[config.mk]
export PLATFORM = sky130hd
export DESIGN_NAME = rrpm_div_cell
export DESIGN_NICKNAME = d
export VERILOG_FILES = /design/src/hdl/rrpm_pkg.sv /design/src/hdl/rrpm_div_cell.sv
export SDC_FILE = /design/constraint.sdc
export NUM_CORES = 1
export LEC_CHECK = 0
export ABC_AREA = 1
export BUFFER_PORTS_ARGS = -buffer_cell sky130_fd_sc_hd__buf_2
export CORE_AREA = 2 2 298 300
export DETAILED_ROUTE_END_ITERATION = 16
export DIE_AREA = 0 0 300 302
export GPL_ROUTABILITY_DRIVEN = 1
export GPL_TIMING_DRIVEN = 0
export SKIP_LAST_GASP = 1
export SYNTH_ARGS = -nofsm -noshare
export SYNTH_HDL_FRONTEND = slang
export SYNTH_SLANG_ARGS = --single-unit
export TNS_END_PERCENT = 20
[constraint.sdc]
create_clock -name clk -period 4.4 [get_ports clk]
set_input_delay 0.44 -clock clk [delete_from_list [all_inputs] [get_ports clk]]
set_output_delay 0.44 -clock clk [all_outputs]
set_load 0.05 [all_outputs]
[src/hdl/rrpm_pkg.sv]
// Shared types, constants and register indexes for the rectangle mapping core.
package rrpm_pkg;

  localparam int CoordW = 16;
  localparam int RelW   = 17;
  localparam int ProdW  = 34;
  localparam int QuoW   = 34;
  localparam int NumCh  = 4;

  localparam logic [2:0] REG_SRC_LEFT   = 3'd0;
  localparam logic [2:0] REG_SRC_TOP    = 3'd1;
  localparam logic [2:0] REG_SRC_RIGHT  = 3'd2;
  localparam logic [2:0] REG_SRC_BOTTOM = 3'd3;
  localparam logic [2:0] REG_DST_LEFT   = 3'd4;
  localparam logic [2:0] REG_DST_TOP    = 3'd5;
  localparam logic [2:0] REG_DST_RIGHT  = 3'd6;
  localparam logic [2:0] REG_DST_BOTTOM = 3'd7;

  // One divider cell's state: partial remainder, quotient bits, sign info.
  typedef struct packed {
    logic [ProdW-1:0] rem;
    logic [QuoW-1:0]  quo;
    logic             neg;
  } div_lane_t;

  // Per-item control travelling alongside the divider lanes.
  typedef struct packed {
    logic                     vld;
    logic                     rect;
    logic                     mapped;
    logic [CoordW-1:0]        h_a;
    logic [CoordW-1:0]        v_a;
    logic [CoordW-1:0]        h_b;
    logic [CoordW-1:0]        v_b;
  } item_ctl_t;

endpackage

[src/hdl/rrpm_div_cell.sv]
// One restoring-division step for the four coordinate lanes.
module rrpm_div_cell
  import rrpm_pkg::*;
(
  input  logic                    clk,
  input  logic                    rst_n,
  input  logic                    en,
  input  logic [ProdW-1:0]        div_h,   // source width, magnitude
  input  logic [ProdW-1:0]        div_v,
  input  logic [5:0]              bit_idx,
  input  div_lane_t [NumCh-1:0]   lane_in,
  input  item_ctl_t               ctl_in,
  output div_lane_t [NumCh-1:0]   lane_out,
  output item_ctl_t               ctl_out
);

  div_lane_t [NumCh-1:0] lane_r, lane_nxt;
  item_ctl_t ctl_r;

  always_comb begin
    logic [ProdW-1:0] d;
    logic [2*ProdW-1:0] sh;
    for (int i = 0; i < NumCh; i++) begin
      d = (i % 2 == 0) ? div_h : div_v;
      lane_nxt[i] = lane_in[i];
      sh = {{ProdW{1'b0}}, d} << bit_idx;
      if ({{ProdW{1'b0}}, lane_in[i].rem} >= sh) begin
        lane_nxt[i].rem = lane_in[i].rem - sh[ProdW-1:0];
        lane_nxt[i].quo[bit_idx] = 1'b1;
      end
    end
  end

  always_ff @(posedge clk) begin
    if (!rst_n) begin
      ctl_r.vld <= 1'b0;
    end else if (en) begin
      ctl_r <= ctl_in;
    end
    if (en) begin
      lane_r <= lane_nxt;
    end
  end

  assign lane_out = lane_r;
  assign ctl_out  = ctl_r;

endmodule

==> impl_metrics.env <==
export IMPL_dieWidth_um=300
export IMPL_report_final_slew_viol_count=0
export IMPL_worstReg2RegEnd="ctl_out[66]"
export IMPL_grtUsageTotal=0.301
export IMPL_area_growth_pct=28.7
export IMPL_initial_core_util=0.308
export IMPL_clk_latency_ns=0.60
export IMPL_yosysWarnings=0
export IMPL_p_per_area_nw_per_um2=343
export IMPL_syn_area_um2=27000
export IMPL_cp_slowest_stage_delay_ns=0.59
export IMPL_syn_nets=4255
export IMPL_grt_setup_unrepaired="yes"
export IMPL_ir_worst_vdd_mv=0.267
export IMPL_reg2regPathDepth=2
export IMPL_slowest_stage="a21oi_1"
export IMPL_dp_hpwl_mm=120
export IMPL_synth_area_per_cell_um2=7.31
export IMPL_yosys_area_top_type="edfxtp_1"
export IMPL_ant_nets=0
export IMPL_synth_top_cell_area_share=0.380
export IMPL_startpoint_type="input pin"
export IMPL_seq_area_frac_synth=0.381
export IMPL_hold_viol=0
export IMPL_hold_ws_ns=0.0447
export IMPL_finalSetupViolCount=0
export IMPL_synth_area_leaders="edfxtp_1 38%, nand2_1 17%, nand3_1 11%"
export IMPL_ys_ff_latch=343
export IMPL_grt_max_degree=104
export IMPL_grt_pass1_wl_mm=197
export IMPL_cts_htree_levels=2
export IMPL_seqPwrFrac=0.335
export IMPL_chipHeight_um=302
export IMPL_core_area_um2=87600
export IMPL_syn_inst=3695
export IMPL_drive_above_1_share=0.224
export IMPL_crit_path_frequent_cell="nand2_1"
export IMPL_clockPowerShare=0.292
export IMPL_setup_tns_ns=0
export IMPL_crit_buf_inv=6
export IMPL_route_detailed_drc=0
export IMPL_r2r_setup_slack_ns=3.71
export IMPL_hold_path_startpoint="ctl_in[9]"
export IMPL_overflow=0
export IMPL_cts_made_buffers=42
export IMPL_path_clk_slew_ns=0.06
export IMPL_path_class="in -> reg"
export IMPL_viasPerCell=5.28
export IMPL_ys_flop_type="edfxtp_1"
export IMPL_hold_path_class="in -> reg"
export IMPL_io_pins=763
export IMPL_hold_end="ctl_out[9]"
export IMPL_via_count=30500
export IMPL_critPathTopFamily="simple AND/OR/NAND/NOR gates"
export IMPL_max_freq_mhz=234
export IMPL_nNetsFinal=5129
export IMPL_gp_congestion=0.987
export IMPL_worstHoldPathCells=1
export IMPL_cts_buffer_depth=3
export IMPL_switching_power_uw=4870
export IMPL_critPathCaptureType="flop"
export IMPL_port_buffers=759
export IMPL_p_comb_frac=0.374
export IMPL_dr_pass1_iters=6
export IMPL_first_iter_violations=3133
export IMPL_cts_tree="yes"
export IMPL_switching_share=0.409
export IMPL_fin_worst_skew_ns=0
export IMPL_wl_per_cell_um=24.9
export IMPL_rows=109
export IMPL_drv_cap=0
export IMPL_cp_cell_sequence="buf_2 > clkbuf_2 > buf_2 > nor2_4 > clkinv_4 > nor2_1 > ha_1 > inv_1 > fa_1 > nand3_1 > nand2_1 > a21boi_0 > inv_1 > a21oi_1 > nand3b_1 > nand2_1 > nand2_1 > nand2_1 > nand4_1 > nand2_1"
export IMPL_wirelength_mm=144
export IMPL_p_int_uw=7050
export IMPL_reg2reg_from="ctl_out[66]"
export IMPL_min_period_ns=4.28
export IMPL_period_share=0.972
export IMPL_die_area_um2=90600
export IMPL_postSynth_asyncResetShare=0
export IMPL_synth_edf_count=342
export IMPL_status="finished clean"
export IMPL_ys_types=45
export IMPL_max_slew_margin=0.395
export IMPL_crit_fanout=10
export IMPL_clock_sinks=343
export IMPL_worstPathRequired_ns=4.75
export IMPL_root_buffer="clkbuf_16"
export IMPL_power_leakage_uw=0.0166
export IMPL_worst_ep_arrival_time_ns=4.63
export IMPL_antenna_found_initial=22
export IMPL_grt_pass1_vias=28400
export IMPL_worst_pin_slew_ns=0.904
[power by group through the flow]
stage,combinational (µW),clock [µW],sequential (µW)
global route,4740,3660,4010
detailed placement,4260,0,4050
floorplan,1850,0,4980
global placement,4260,0,4080
CTS,4340,3560,3990
finish,4450,3480,3990
[how the worst max path moves through the flow]
stage | startpoint | end | slack (ns) | cells past startpoint
2_1_floorplan | bit_idx[5] | lane_out[15] | 0.50 | 25
3_3_place_gp | en | ctl_out[61] | -3.21 | 3
3_5_place_dp | bit_idx[4] | lane_out[90] | -2.37 | 24
4_1_cts | bit_idx[1] | lane_out[230] | -0.05 | 23
5_1_grt | bit_idx[3] | lane_out[90] | -0.03 | 25
6_report | bit_idx[3] | lane_out[272] | 0.12 | 20
[cells in the mapped netlist, drive strengths merged, types with 4 or more instances]
| master | n |
|---|---|
| inv | 317 |
| o21ai | 84 |
| a21boi | 10 |
| o21a | 8 |
| nor4 | 7 |
| nand3 | 610 |
| o221ai | 4 |
| fa | 4 |
| o21bai | 16 |
| a31oi | 22 |
| a21o | 35 |
| buf | 111 |
| nand4 | 165 |
| nand3b | 5 |
| a21oi | 156 |
| nor3 | 17 |
| ha | 136 |
| xor2 | 90 |
| xnor2 | 30 |
| nor2 | 231 |
| o211ai | 10 |
| clkbuf | 52 |
| nand2 | 1208 |
| edfxtp | 342 |
| o2111ai | 4 |
[area by class of cell]
type	instances	area, µm²
inverters	318	1200
clock inverters	28	275
plain buffers	162	910
diodes	6	15.0
flip-flops and latches	343	10300
well taps	1165	1460
clock buffers	48	1070
repair buffers	831	4560
fillers	9296	52800
multi-input cells	2871	15000
[through the flow]
step / setup WS, ns / cells / power [µW] / utilization / cell area [µm²]
2_1_floorplan: 0.503 / 3695 / 6830 / - / 27000
3_3_place_gp: -3.21 / 5619 / 8340 / 0.368 / 32300
3_5_place_dp: -2.37 / 5622 / 8310 / 0.369 / 32300
4_1_cts: -0.0544 / 5763 / 11900 / 0.394 / 34500
5_1_grt: -0.0301 / 5769 / 12400 / 0.397 / 34800
6_report: 0.124 / 5772 / 11900 / 0.397 / 34800
[per-layer routing]
layer	wire length [µm]	vias up	global-route usage
met4	9180	10	0.165
li1	-	14400	-
met5	66	-	0
met3	11000	278	0.0434
met1	56000	14100	0.372
met2	67300	1620	0.506
[flip-flops by register name, summed over array words and instances, names as in the netlist]
signal,flops
lane_out,276
ctl_out,67
[cells by family (layout without fill, tap and decap cells)]
group | after synthesis | count (layout) | share of synthesized area
and+or+nand+nor | 2248 | 2248 | 0.362
other | 0 | 6 | 0
DFF | 343 | 343 | 0.381
AOI/OAI and AO/OA | 363 | 363 | 0.0788
xor gates and xnor gates | 120 | 120 | 0.0389
adders and majority gates | 140 | 140 | 0.0660
buffers and inverters | 481 | 1387 | 0.0736
[timing repair]
item,4_1_cts,5_1_grt
setup buffers,1,3
endpoints found under the hold margin,65,0
pin swaps,1,1
hold buffers,65,0
resized for setup,61,101
endpoints found under the setup margin,272,237
[placed cells by master (no fill, tap or decap), drive strengths merged, types with 17 or more instances in the layout]
master	count
nand2	1208
buf	876
nand3	610
edfxtp	342
inv	323
nor2	231
nand4	165
a21oi	156
ha	136
clkbuf	100
xor2	90
o21ai	84
dlygate4sd3	65
a21o	35
xnor2	30
a31oi	22
clkinv	19
nor3	17
(Power assumes the default switching activity.)
